<file path="src/piecewise_linear_cdf_lookup_defines.svh">
// Assertion macros shared by the lookup block.
`ifndef PIECEWISE_LINEAR_CDF_LOOKUP_DEFINES_SVH
`define PIECEWISE_LINEAR_CDF_LOOKUP_DEFINES_SVH
`ifndef ASSERT_OFF
`define PLCDF_ASSERT_IMPLIES(label, clk, rst_n, ante, cons, msg) \
    label: assert property (@(posedge clk) disable iff (!rst_n) (ante) |-> (cons)) \
        else $error(msg);
`define PLCDF_ASSERT_NEXT(label, clk, rst_n, ante, cons, msg) \
    label: assert property (@(posedge clk) disable iff (!rst_n) (ante) |=> (cons)) \
        else $error(msg);
`else
`define PLCDF_ASSERT_IMPLIES(label, clk, rst_n, ante, cons, msg)
`define PLCDF_ASSERT_NEXT(label, clk, rst_n, ante, cons, msg)
`endif
`endif

</file>
<file path="src/plcdf_pkg.sv">
`default_nettype none
package plcdf_pkg;
    localparam logic CMD_WRITE = 1'b0;
    localparam logic CMD_QUERY = 1'b1;

    // Head of the queue between the front and the back.
    typedef struct packed {
        logic valid;
        logic is_query;
    } plcdf_head_t;
endpackage
`default_nettype wire

</file>
<file path="src/piecewise_linear_cdf_lookup.sv">
// Channel   Direction  Handshake               Payload
// input     in         push / full             cmd, edge_index, sample_value
// result    out        empty / pop             fraction
// config    in         edge_count_we           edge_count_wdata
//
// An edge write is done by the back end straight from its idle state; a query
// there is paced by the probe reads of the edge memory's one read port and by
// the one-bit-per-cycle divider.
// A two-beat queue lets the front take beats while the back is busy.
// Reset clears control only; edge memory contents are undefined until written.
`default_nettype none
`include "piecewise_linear_cdf_lookup_defines.svh"
module piecewise_linear_cdf_lookup import plcdf_pkg::*; #(
    parameter int MAX_EDGES = 64,
    parameter int FRAC_BITS = 16
) (
    input  wire logic                         clk,
    input  wire logic                         rst_n,
    input  wire logic                         push,
    output logic                              full,
    input  wire logic                         cmd,
    input  wire logic [$clog2(MAX_EDGES)-1:0] edge_index,
    input  wire logic signed [31:0]           sample_value,
    output logic                              empty,
    input  wire logic                         pop,
    output logic [FRAC_BITS:0]                fraction,
    input  wire logic                         edge_count_we,
    input  wire logic [$clog2(MAX_EDGES):0]   edge_count_wdata
);
    localparam int CNT_W = $clog2(MAX_EDGES) + 1;
    localparam logic [FRAC_BITS:0] ONE_FRAC = (FRAC_BITS+1)'(1) << FRAC_BITS;

    plcdf_head_t                   head;
    logic [$clog2(MAX_EDGES)-1:0]  head_index;
    logic signed [31:0]            head_value;
    logic                          head_pop;
    logic                          res_valid, res_ready;
    logic [FRAC_BITS:0]            res_fraction;
    logic [CNT_W-1:0]              edge_count_reg;
    logic [CNT_W-1:0]              n_active;
    logic                          out_valid_reg, out_valid_next;
    logic [FRAC_BITS:0]            out_frac_reg;

    always_ff @(posedge clk or negedge rst_n)
    begin
        if (!rst_n)
        begin
            edge_count_reg <= CNT_W'(2);
        end
        else if (edge_count_we)
        begin
            edge_count_reg <= edge_count_wdata;
        end
    end

    always_comb
    begin
        priority if (edge_count_reg < CNT_W'(2))
        begin
            n_active = CNT_W'(2);
        end
        else if (edge_count_reg > CNT_W'(MAX_EDGES))
        begin
            n_active = CNT_W'(MAX_EDGES);
        end
        else
        begin
            n_active = edge_count_reg;
        end
    end

    plcdf_front #(.MAX_EDGES(MAX_EDGES)) u_front (
        .clk          (clk),
        .rst_n        (rst_n),
        .push         (push),
        .full         (full),
        .cmd          (cmd),
        .edge_index   (edge_index),
        .sample_value (sample_value),
        .head         (head),
        .head_index   (head_index),
        .head_value   (head_value),
        .head_pop     (head_pop)
    );

    plcdf_back #(.MAX_EDGES(MAX_EDGES), .FRAC_BITS(FRAC_BITS)) u_back (
        .clk          (clk),
        .rst_n        (rst_n),
        .n_active     (n_active),
        .head         (head),
        .head_index   (head_index),
        .head_value   (head_value),
        .head_pop     (head_pop),
        .res_valid    (res_valid),
        .res_fraction (res_fraction),
        .res_ready    (res_ready)
    );

    // Output register: the back hands over a result whenever this slot frees up.
    assign res_ready = !out_valid_reg || pop;
    assign empty     = !out_valid_reg;
    assign fraction  = out_frac_reg;

    always_comb
    begin
        out_valid_next = out_valid_reg;
        if (res_valid && res_ready)
        begin
            out_valid_next = 1'b1;
        end
        else if (pop && out_valid_reg)
        begin
            out_valid_next = 1'b0;
        end
    end

    always_ff @(posedge clk or negedge rst_n)
    begin
        if (!rst_n)
        begin
            out_valid_reg <= 1'b0;
        end
        else
        begin
            out_valid_reg <= out_valid_next;
        end
    end

    always_ff @(posedge clk)
    begin
        if (res_valid && res_ready)
        begin
            out_frac_reg <= res_fraction;
        end
    end

    `PLCDF_ASSERT_IMPLIES(a_frac_range, clk, rst_n, !empty, fraction <= ONE_FRAC, "fraction above one")
    `PLCDF_ASSERT_NEXT(a_res_hold, clk, rst_n, res_valid && !res_ready, res_valid && $stable(res_fraction), "back result dropped while stalled")
    `PLCDF_ASSERT_NEXT(a_pop_clears, clk, rst_n, pop && !empty && !res_valid, empty, "output slot not freed by pop")
    `PLCDF_ASSERT_IMPLIES(a_write_idle, clk, rst_n, head_pop && !head.is_query, !res_valid, "edge write while a result is in flight")
endmodule
`default_nettype wire

</file>
<file path="src/plcdf_ram.sv">
`default_nettype none
module plcdf_ram #(
    parameter int WIDTH = 32,
    parameter int DEPTH = 64
) (
    input  wire logic                     clk,
    input  wire logic                     we,
    input  wire logic [$clog2(DEPTH)-1:0] waddr,
    input  wire logic [WIDTH-1:0]         wdata,
    input  wire logic [$clog2(DEPTH)-1:0] raddr,
    output logic      [WIDTH-1:0]         rdata
);
    logic [WIDTH-1:0] mem [DEPTH];

    always_ff @(posedge clk)
    begin
        if (we)
        begin
            mem[waddr] <= wdata;
        end
        rdata <= mem[raddr];
    end
endmodule
`default_nettype wire

</file>
<file path="src/plcdf_front.sv">
`default_nettype none
module plcdf_front import plcdf_pkg::*; #(
    parameter int MAX_EDGES = 64
) (
    input  wire logic                         clk,
    input  wire logic                         rst_n,
    input  wire logic                         push,
    output logic                              full,
    input  wire logic                         cmd,
    input  wire logic [$clog2(MAX_EDGES)-1:0] edge_index,
    input  wire logic signed [31:0]           sample_value,
    output plcdf_head_t                       head,
    output logic [$clog2(MAX_EDGES)-1:0]      head_index,
    output logic signed [31:0]                head_value,
    input  wire logic                         head_pop
);
    localparam int IDX_W = $clog2(MAX_EDGES);

    logic [1:0]              is_query_reg;
    logic [IDX_W-1:0]        index_reg [2];
    logic signed [31:0]      value_reg [2];
    logic                    rd_ptr_reg, rd_ptr_next;
    logic                    wr_ptr_reg, wr_ptr_next;
    logic [1:0]              fill_reg, fill_next;
    logic                    accept, keep;

    assign full   = (fill_reg == 2'd2);
    assign accept = push && !full;
    // Writes beyond the table are dropped here and never reach the back.
    assign keep   = (cmd == CMD_QUERY) || ({1'b0, edge_index} < (IDX_W+1)'(MAX_EDGES));

    assign head.valid    = (fill_reg != 2'd0);
    assign head.is_query = is_query_reg[rd_ptr_reg];
    assign head_index    = index_reg[rd_ptr_reg];
    assign head_value    = value_reg[rd_ptr_reg];

    always_comb
    begin
        wr_ptr_next = wr_ptr_reg;
        rd_ptr_next = rd_ptr_reg;
        fill_next   = fill_reg;
        if (accept && keep)
        begin
            wr_ptr_next = !wr_ptr_reg;
        end
        if (head_pop && head.valid)
        begin
            rd_ptr_next = !rd_ptr_reg;
        end
        fill_next = fill_reg + 2'(accept && keep) - 2'(head_pop && head.valid);
    end

    always_ff @(posedge clk or negedge rst_n)
    begin
        if (!rst_n)
        begin
            wr_ptr_reg <= 1'b0;
            rd_ptr_reg <= 1'b0;
            fill_reg   <= 2'd0;
        end
        else
        begin
            wr_ptr_reg <= wr_ptr_next;
            rd_ptr_reg <= rd_ptr_next;
            fill_reg   <= fill_next;
        end
    end

    always_ff @(posedge clk)
    begin
        if (accept && keep)
        begin
            is_query_reg[wr_ptr_reg] <= (cmd == CMD_QUERY);
            index_reg[wr_ptr_reg]    <= edge_index;
            value_reg[wr_ptr_reg]    <= sample_value;
        end
    end
endmodule
`default_nettype wire

</file>
<file path="src/plcdf_back.sv">
`default_nettype none
module plcdf_back import plcdf_pkg::*; #(
    parameter int MAX_EDGES = 64,
    parameter int FRAC_BITS = 16
) (
    input  wire logic                           clk,
    input  wire logic                           rst_n,
    input  wire logic [$clog2(MAX_EDGES):0]     n_active,
    input  wire plcdf_head_t                    head,
    input  wire logic [$clog2(MAX_EDGES)-1:0]   head_index,
    input  wire logic signed [31:0]             head_value,
    output logic                                head_pop,
    output logic                                res_valid,
    output logic [FRAC_BITS:0]                  res_fraction,
    input  wire logic                           res_ready
);
    localparam int IDX_W = $clog2(MAX_EDGES);
    localparam int CNT_W = IDX_W + 1;
    localparam int NUM_W = CNT_W + 34;
    localparam int DEN_W = CNT_W + 32;
    localparam int REM_W = DEN_W + 1;
    localparam int K_W   = $clog2(FRAC_BITS);
    localparam logic [FRAC_BITS:0] ONE_FRAC = (FRAC_BITS+1)'(1) << FRAC_BITS;

    typedef enum logic [3:0] {
        ST_IDLE, ST_E0, ST_EL, ST_SP, ST_SC, ST_RLO, ST_RUP,
        ST_MUL, ST_ADD, ST_CMP, ST_DIV, ST_RES
    } state_t;

    state_t                    state_reg, state_next;
    logic signed [31:0]        x_reg, x_next;
    logic signed [31:0]        e0_reg, e0_next;
    logic signed [31:0]        lo_reg, lo_next;
    logic [CNT_W-1:0]          first_reg, first_next;
    logic [CNT_W-1:0]          count_reg, count_next;
    logic [CNT_W-1:0]          step_reg, step_next;
    logic signed [32:0]        d_reg, d_next;
    logic signed [32:0]        diff_reg, diff_next;
    logic [DEN_W-1:0]          prod_reg, prod_next;
    logic [DEN_W-1:0]          den_reg, den_next;
    logic signed [NUM_W-1:0]   num_reg, num_next;
    logic [REM_W-1:0]          rem_reg, rem_next;
    logic [FRAC_BITS-1:0]      q_reg, q_next;
    logic [K_W-1:0]            k_reg, k_next;
    logic [FRAC_BITS:0]        frac_reg, frac_next;

    logic                      ram_we;
    logic [IDX_W-1:0]          ram_raddr;
    logic [31:0]               ram_rdata;
    logic signed [31:0]        rd;
    logic [CNT_W-1:0]          lo_idx;
    logic [REM_W-1:0]          rem_sh;

    plcdf_ram #(.WIDTH(32), .DEPTH(MAX_EDGES)) u_ram (
        .clk   (clk),
        .we    (ram_we),
        .waddr (head_index),
        .wdata (head_value),
        .raddr (ram_raddr),
        .rdata (ram_rdata)
    );

    assign rd           = $signed(ram_rdata);
    assign lo_idx       = first_reg - CNT_W'(1);
    assign rem_sh       = {rem_reg[REM_W-2:0], 1'b0};
    assign res_valid    = (state_reg == ST_RES);
    assign res_fraction = frac_reg;

    always_comb
    begin
        state_next = state_reg;
        x_next     = x_reg;
        e0_next    = e0_reg;
        lo_next    = lo_reg;
        first_next = first_reg;
        count_next = count_reg;
        step_next  = step_reg;
        d_next     = d_reg;
        diff_next  = diff_reg;
        prod_next  = prod_reg;
        den_next   = den_reg;
        num_next   = num_reg;
        rem_next   = rem_reg;
        q_next     = q_reg;
        k_next     = k_reg;
        frac_next  = frac_reg;
        head_pop   = 1'b0;
        ram_we     = 1'b0;
        ram_raddr  = '0;
        unique case (state_reg)
            ST_IDLE:
            begin
                if (head.valid)
                begin
                    head_pop = 1'b1;
                    if (head.is_query)
                    begin
                        x_next     = head_value;
                        state_next = ST_E0;
                    end
                    else
                    begin
                        ram_we = 1'b1;
                    end
                end
            end
            ST_E0:
            begin
                e0_next    = rd;
                ram_raddr  = IDX_W'(n_active - CNT_W'(1));
                state_next = ST_EL;
            end
            ST_EL:
            begin
                first_next = '0;
                count_next = n_active;
                priority if (x_reg <= e0_reg)
                begin
                    frac_next  = '0;
                    state_next = ST_RES;
                end
                else if (x_reg >= rd)
                begin
                    frac_next  = ONE_FRAC;
                    state_next = ST_RES;
                end
                else
                begin
                    state_next = ST_SP;
                end
            end
            ST_SP:
            begin
                priority if (count_reg == '0)
                begin
                    if (first_reg == '0 || first_reg >= n_active)
                    begin
                        frac_next  = '0;
                        state_next = ST_RES;
                    end
                    else
                    begin
                        ram_raddr  = lo_idx[IDX_W-1:0];
                        state_next = ST_RLO;
                    end
                end
                else
                begin
                    step_next  = count_reg >> 1;
                    ram_raddr  = IDX_W'(first_reg + (count_reg >> 1));
                    state_next = ST_SC;
                end
            end
            ST_SC:
            begin
                if (rd < x_reg)
                begin
                    first_next = first_reg + step_reg + CNT_W'(1);
                    count_next = count_reg - step_reg - CNT_W'(1);
                end
                else
                begin
                    count_next = step_reg;
                end
                state_next = ST_SP;
            end
            ST_RLO:
            begin
                lo_next    = rd;
                ram_raddr  = IDX_W'(first_reg);
                state_next = ST_RUP;
            end
            ST_RUP:
            begin
                d_next     = 33'(rd) - 33'(lo_reg);
                diff_next  = 33'(x_reg) - 33'(lo_reg);
                state_next = ST_MUL;
            end
            ST_MUL:
            begin
                if (d_reg <= 0)
                begin
                    frac_next  = '0;
                    state_next = ST_RES;
                end
                else
                begin
                    prod_next  = DEN_W'(lo_idx) * DEN_W'(d_reg[31:0]);
                    den_next   = DEN_W'(n_active - CNT_W'(1)) * DEN_W'(d_reg[31:0]);
                    state_next = ST_ADD;
                end
            end
            ST_ADD:
            begin
                num_next   = $signed({2'b00, prod_reg}) + NUM_W'(diff_reg);
                state_next = ST_CMP;
            end
            ST_CMP:
            begin
                q_next   = '0;
                k_next   = '0;
                rem_next = REM_W'(num_reg[DEN_W-1:0]);
                priority if (num_reg <= 0)
                begin
                    frac_next  = '0;
                    state_next = ST_RES;
                end
                else if (num_reg >= $signed({2'b00, den_reg}))
                begin
                    frac_next  = ONE_FRAC;
                    state_next = ST_RES;
                end
                else
                begin
                    state_next = ST_DIV;
                end
            end
            ST_DIV:
            begin
                // One restoring step per cycle, quotient bit into the bottom.
                if (rem_sh >= {1'b0, den_reg})
                begin
                    rem_next = rem_sh - {1'b0, den_reg};
                    q_next   = {q_reg[FRAC_BITS-2:0], 1'b1};
                end
                else
                begin
                    rem_next = rem_sh;
                    q_next   = {q_reg[FRAC_BITS-2:0], 1'b0};
                end
                k_next = k_reg + K_W'(1);
                if (k_reg == K_W'(FRAC_BITS - 1))
                begin
                    frac_next  = {1'b0, q_next};
                    state_next = ST_RES;
                end
            end
            ST_RES:
            begin
                if (res_ready)
                begin
                    state_next = ST_IDLE;
                end
            end
            default:
            begin
                state_next = ST_IDLE;
            end
        endcase
    end

    always_ff @(posedge clk or negedge rst_n)
    begin
        if (!rst_n)
        begin
            state_reg <= ST_IDLE;
        end
        else
        begin
            state_reg <= state_next;
        end
    end

    always_ff @(posedge clk)
    begin
        x_reg     <= x_next;
        e0_reg    <= e0_next;
        lo_reg    <= lo_next;
        first_reg <= first_next;
        count_reg <= count_next;
        step_reg  <= step_next;
        d_reg     <= d_next;
        diff_reg  <= diff_next;
        prod_reg  <= prod_next;
        den_reg   <= den_next;
        num_reg   <= num_next;
        rem_reg   <= rem_next;
        q_reg     <= q_next;
        k_reg     <= k_next;
        frac_reg  <= frac_next;
    end
endmodule
`default_nettype wire
</file>
<file path="config.mk">
export PLATFORM = sky130hd
export DESIGN_NAME = piecewise_linear_cdf_lookup
export DESIGN_NICKNAME = d
export VERILOG_FILES = /design/src/plcdf_pkg.sv /design/src/piecewise_linear_cdf_lookup.sv /design/src/plcdf_ram.sv /design/src/plcdf_front.sv /design/src/plcdf_back.sv
export VERILOG_INCLUDE_DIRS = /design/src /design/src/src
export SDC_FILE = /design/constraint.sdc
export NUM_CORES = 2
export LEC_CHECK = 0
export BUFFER_PORTS_ARGS = -buffer_cell sky130_fd_sc_hd__buf_2
export CORE_MARGIN = 10
export CORE_UTILIZATION = 58
export DETAILED_ROUTE_END_ITERATION = 8
export PLACE_DENSITY = 0.77
export SLEW_MARGIN = 10
export SYNTH_ARGS = -nofsm -noshare
export SYNTH_HDL_FRONTEND = slang
export SYNTH_SLANG_ARGS = --single-unit
</file>
<file path="constraint.sdc">
create_clock -name clk -period 7.8 [get_ports clk]
set_input_delay 0.39 -clock clk [delete_from_list [all_inputs] [get_ports clk]]
set_output_delay 0.39 -clock clk [all_outputs]
set_load 0.02 [all_outputs]
</file>
Yosys cells after proc, flatten, opt, wreduce, memory -nomap -nowiden

Memories as Yosys holds them, arrays and structs flattened. A register that Yosys moved wholly into a read port is not among the register bits.
Index checks and enable logic that the tools add are counted.

Muxes and demuxes: 51
Order comparisons: 13
Bitwise logic cells: 2
Eq/ne operators: 23
$mul: 2
Add/sub/neg operators: 15
Reductions and logical operators: 25

Operator list:

| cell                                                 | number |
|---|---|
| two-way mux 17 bit                                   | 8 |
| one-hot mux 17 bit (5 select lines)                  | 1 |
| one-hot mux 39 bit (2 select lines)                  | 1 |
| subtractor 32 x 32 -> 33 bit                         | 2 |
| one-hot mux 4 bit (12 select lines)                  | 1 |
| adder 40 x 33 -> 41 bit                              | 1 |
| greater-or-equal comparator 41 x 40 -> 1 bit         | 1 |
| <= comparator 41 x 1 -> 1 bit, second input constant | 1 |
| greater-or-equal comparator 40 x 39 -> 1 bit         | 1 |
| multiplier 39 x 32 -> 39 bit                         | 1 |
| multiplier 7 x 32 -> 39 bit                          | 1 |
| two-way mux 39 bit                                   | 1 |
| subtractor 39 bit                                    | 1 |
| two-way mux 4 bit                                    | 9 |
| <= comparator 33 x 1 -> 1 bit, second input constant | 1 |
| greater-or-equal comparator 32 bit                   | 1 |
| <= comparator 32 bit                                 | 1 |
| less-than comparator 32 bit                          | 1 |
| one-hot mux 15 bit (2 select lines)                  | 1 |
| two-way mux 7 bit                                    | 4 |
| one-hot mux 7 bit (2 select lines)                   | 2 |
| == test 4 bit, second input constant                 | 5 |
| one-hot mux 6 bit (3 select lines)                   | 1 |
| == test 4 x 3 -> 1 bit, second input constant        | 4 |
| other kinds (39)                                     | 80 |

Memories: 3
Register bits: 411
Output and inout port bits: 19
Logic and storage cells: 157
Bits in writable memories: 2,124

Memories:

| memory            | depth | width | rd ports | clocked after memory_dff | write ports | line              | text |
|---|---|---|---|---|---|---|---|
| u_back.u_ram.mem  | 64    | 32    | 1        | 1                        | 1           | plcdf_ram.sv:13   | `logic [WIDTH-1:0] mem [DEPTH];` |
| u_front.value_reg | 2     | 32    | 1        | 0                        | 1           | plcdf_front.sv:21 | `logic signed [31:0] value_reg [2];` |
| u_front.index_reg | 2     | 6     | 1        | 0                        | 1           | plcdf_front.sv:20 | `logic [IDX_W-1:0] index_reg [2];` |

Depth between registers and ports, before layout

Depth after elaboration: 8
Mapped depth: 35
Mapped depth without buffers: 33

Cells and area by module

From an unflattened synthesis, not the netlist that was laid out.

Cell total of the unflattened synthesis: 7,476
Area total of the unflattened synthesis: 121,380.2 um^2

Modules (own cells, without submodules):

| module                      | area an instance (um^2) | instances | seq. area each (um^2) | cells an instance |
|---|---|---|---|---|
| plcdf_ram                   | 78,515.3                | 1         | 62,139.6              | 3,324 |
| plcdf_back                  | 38,961.1                | 1         | 11,390.9              | 3,964 |
| plcdf_front                 | 3,029.2                 | 1         | 2,442.3               | 139 |
| piecewise_linear_cdf_lookup | 874.6                   | 1         | 711.9                 | 49 |

Worst setup path after synthesis

Ideal clock, no wire load.

Path type: register -> register
Start: register edge_count_reg[2]
End: register u_back.den_reg[38] (data pin)
Slack: -694 ps
Library setup time: 260 ps
Data arrival time: 8,234 ps
Stages on the path, launching flop included: 32
Required time: 7,540 ps
Buffers on the path: 2
Path through: dfrtp_1 -> nor4_2 -> nand2b_1 -> nand3_1 -> clkbuf_1 -> ha_1 -> nor3b_1 -> o21ai_0 -> clkbuf_1 -> and2_1 -> fa_1 -> fa_1 -> fa_1 -> fa_1 -> fa_1 -> inv_1 -> fa_1 -> inv_1 -> fa_1 -> fa_1 -> ha_1 -> a21oi_1 -> o21ai_0 -> o31a_1 -> o31a_1 -> a31oi_1 -> a21oi_2 -> a211oi_1 -> o311ai_1 -> nor2_1 -> o21bai_1 -> xnor2_1

Longest elaborated chain between the ends: 5

Ends and longest elaborated chain:

| item                             | line                              | text |
|---|---|---|
| from (decl)                      | piecewise_linear_cdf_lookup.sv:39 | `logic [CNT_W-1:0] edge_count_reg;` |
| from (signal assigned)           | piecewise_linear_cdf_lookup.sv:52 | `edge_count_reg <= edge_count_wdata;` |
| greater-than comparator 7 bit    | piecewise_linear_cdf_lookup.sv:62 | `else if (edge_count_reg > CNT_W'(MAX_EDGES))` |
| two-way mux 7 bit                | piecewise_linear_cdf_lookup.sv:62 |  |
| two-way mux 7 bit (*)            | piecewise_linear_cdf_lookup.sv:58 | `priority if (edge_count_reg < CNT_W'(2))` |
| subtractor 7 x 1 -> 8 bit (*)    | plcdf_back.sv:189                 | `den_next = DEN_W'(n_active - CNT_W'(1)) * DEN_W'(d_reg[31:0]);` |
| multiplier 39 x 32 -> 39 bit (*) | plcdf_back.sv:189                 |  |
| to (signal assigned)             | plcdf_back.sv:275                 | `den_reg <= den_next;` |
| to (decl)                        | plcdf_back.sv:40                  | `logic [DEN_W-1:0] den_reg, den_next;` |

Mark *: on every way between the ends. The rest lies on a longest branch, timed or not.
A chain may end at the register's enable or synchronous reset.

Worst setup path in the final report

Start: register edge_count_reg[2]
End: register u_back.den_reg[37] (data pin)

Same word-level chain as after synthesis.

==> flow_summary.json <==
{
  "start_util": 0.584,
  "synth_edf_count": 2519,
  "grt_util_all_layers": 0.303,
  "crit_top_cell": "fa_1",
  "rsz0062_at_grt": "true",
  "wire_per_inst_um": 27.7,
  "seq_area_frac_synth": 0.597,
  "grt_max_degree": 94,
  "outcome": "finished with violations",
  "wirelength_um": 375000,
  "dp_hpwl_um": 245000,
  "fillers": 15300,
  "num_io_pins": 70,
  "finalNetCount": 11400,
  "critPathSlowestCell": "fa_2",
  "drc_errors": 0,
  "hold_viol": 0,
  "clock_latency_ns": 0.95,
  "portBuffers": 69,
  "violations": "setup timing",
  "yosysUniqueCellTypes": 90,
  "cts.sinks": 2567,
  "cp-start-kind": "flop",
  "critical_path_class": "reg -> reg",
  "row_count": 172,
  "synthCells": 9944,
  "setup_viol": 3,
  "drive_gt1_frac": 0.110,
  "max_stage_delay_ns": 0.58,
  "slew_violations": 0,
  "dieArea_mm2": 0.241,
  "syn_avg_cell_area_um2": 12.9,
  "tightest_slew_ns": 1.34,
  "clockRootBuffer": "clkbuf_16",
  "crit_fanout": 7,
  "num_vias": 86100,
  "yosys_most_used_dff": "edfxtp_1",
  "clk_pin_slew_ns": 0.08,
  "largest_reg_flops": 2048,
  "slew_headroom": 0.109,
  "ys_warn_count": 0,
  "synthArstFlopShare": 0.00623,
  "crit_required_ns": 8.47,
  "skew_ns": 0.0682,
  "cts_made_buffers": 276,
  "final_common_cell": "edfxtp_1",
  "grt_overflow_total": 0,
  "finalCritPeriodShare": 1.01,
  "die_w_um": 490,
  "drt-initial-drc-count": 11800,
  "grt_antenna_before_repair": 25,
  "firstDrtPassIters": 9,
  "vias_per_cell": 6.35,
  "end_kind": "flop",
  "ant_nets": 0,
  "layout_common_cells": "edfxtp_1 (2519), nand2_1 (1547), inv_1 (655), nand3_1 (614), mux2i_1 (540)",
  "yosys_register_bits": 2567,
  "cts_tree": "yes",
  "final.setup.worst_slack_ns": -0.102,
  "grt_pass1_wl_um": 551000,
  "cts_buffer_depth": 4,
  "hp-class": "in -> async",
  "holdWs_ns": 0.0253,
  "area_growth_pct": 12.6,
  "worstPathArrival_ns": 8.57,
  "gp_congestion": 0.947,
  "core_area_mm2": 0.220,
  "die_y_um": 490,
  "grt_pass1_vias": 86600,
  "synth_area_mm2": 0.128,
  "clock.fmax_mhz": 127,
  "period_needed_ns": 7.90,
  "max-cap-violations": 0,
  "htree_levels": 5
}
synthesized netlist by cell type (all sizes together) (15+ instances only):
library cell	instances	share of area
xor2	67	0.0046
a31o	25	0.0017
a311oi	19	0.0013
o311ai	53	0.0036
nand4	66	0.0032
nand3	616	0.024
a2111oi	19	0.0013
o22ai	95	0.0046
mux2	41	0.0036
edfxtp	2519	0.59
a22oi	37	0.0022
o211ai	79	0.0046
nor4	44	0.0022
fa	497	0.078
o21a	44	0.0026
and2	179	0.0087
buf	301	0.012
and4	28	0.0019
o2111ai	15	0.0010
a21oi	387	0.015
clkbuf	170	0.0050
nand2b	63	0.0031
o21bai	51	0.0030
or3	16	0.00082
xnor2	175	0.012
inv	665	0.019
a211oi	65	0.0039
and3	61	0.0030
a32oi	32	0.0022
o21ai	179	0.0070
nor2	232	0.0069
dfxtp	32	0.0050
nor3	56	0.0026
nand2	1561	0.046
dfrtp	15	0.0029
mux2i	541	0.042
a21o	136	0.0080
nor2b	86	0.0042
a31oi	93	0.0045
ha	474	0.046
cells by family (layout without fill, tap and decap cells):
group	Yosys count	after routing	synth area share
muxes	582	582	0.0458
AOI/OAI and AO/OA	1414	1414	0.0727
DFF	2567	2567	0.597
xor gates and xnor gates	242	242	0.0165
adders and majority gates	971	971	0.124
buffers and inverters	1137	1700	0.0363
other	2	80	0.0000585
and+or+nand+nor	3029	3029	0.108
layout make-up:
cell class,instances,area (µm²),share of cell area
Sequential cell,2567,76700,0.531
Multi-Input combinational cell,6307,48500,0.335
Clock buffer,345,7420,0.0514
Timing Repair Buffer,571,4710,0.0326
Tap cell,2958,3700,0.0256
Inverter,666,2500,0.0173
Clock inverter,118,1020,0.00705
Antenna cell,11,27.5,0.000190
worst paths after layout:
path                                         from                       to  slack [ns]  depth (start not counted)
min                                         rst_n       u_front.wr_ptr_reg        0.03                          2
max                             edge_count_reg[2]       u_back.den_reg[37]       -0.10                         31
max reg2reg                     edge_count_reg[2]       u_back.den_reg[37]       -0.10                         31
min reg2reg                u_back.res_fraction[5]              fraction[5]        0.42                          0
min in group clk                  sample_value[2]  u_front.value_reg[1][2]        0.17                          2
max in group asynchronous                   rst_n        edge_count_reg[3]        7.29                          2
per-stage QoR:
stage,utilization,cells,TNS [ns],worst slack [ns],instance area [µm²]
global placement,0.613,13000,-1.40,-0.338,135000
global route,0.657,13500,-2.13,-0.418,145000
CTS,0.655,13500,-0.104,-0.0663,144000
finish,0.657,13500,-0.173,-0.102,145000
floorplan,-,10000,0,0.0147,129000
detailed placement,0.613,13000,-2.20,-0.429,135000
critical path: cells and delay by family (launching register included):
kind,cells,cell delay (ns)
compound gates,11,1.79
xor+xnor,1,0.08
simple gates,5,0.91
flops,1,0.44
buf+inv,4,0.36
fa+ha+maj,10,4.08
per-layer routing:
layer | global-route usage | vias to the layer above | wire length [µm]
met5 | 0 | - | 46
met4 | 0.196 | 8 | 29400
met3 | 0.0593 | 1266 | 40400
met2 | 0.485 | 5500 | 175000
met1 | 0.378 | 42500 | 131000
li1 | - | 36800 | -
repair_timing:
| item | 4_1_cts | 5_1_grt |
|---|---|---|
| endpoints found under the hold margin | 104 | 0 |
| hold buffers | 57 | 0 |
| setup buffers | 12 | 19 |
| endpoints found under the setup margin | 8 | 14 |
| resized for setup | 43 | 70 |
| pin swaps | 48 | 90 |
| gates cloned | 0 | 0 |
Power is not shown: default switching activity piles up to over one toggle a cycle in this logic, so the estimate is an artifact.
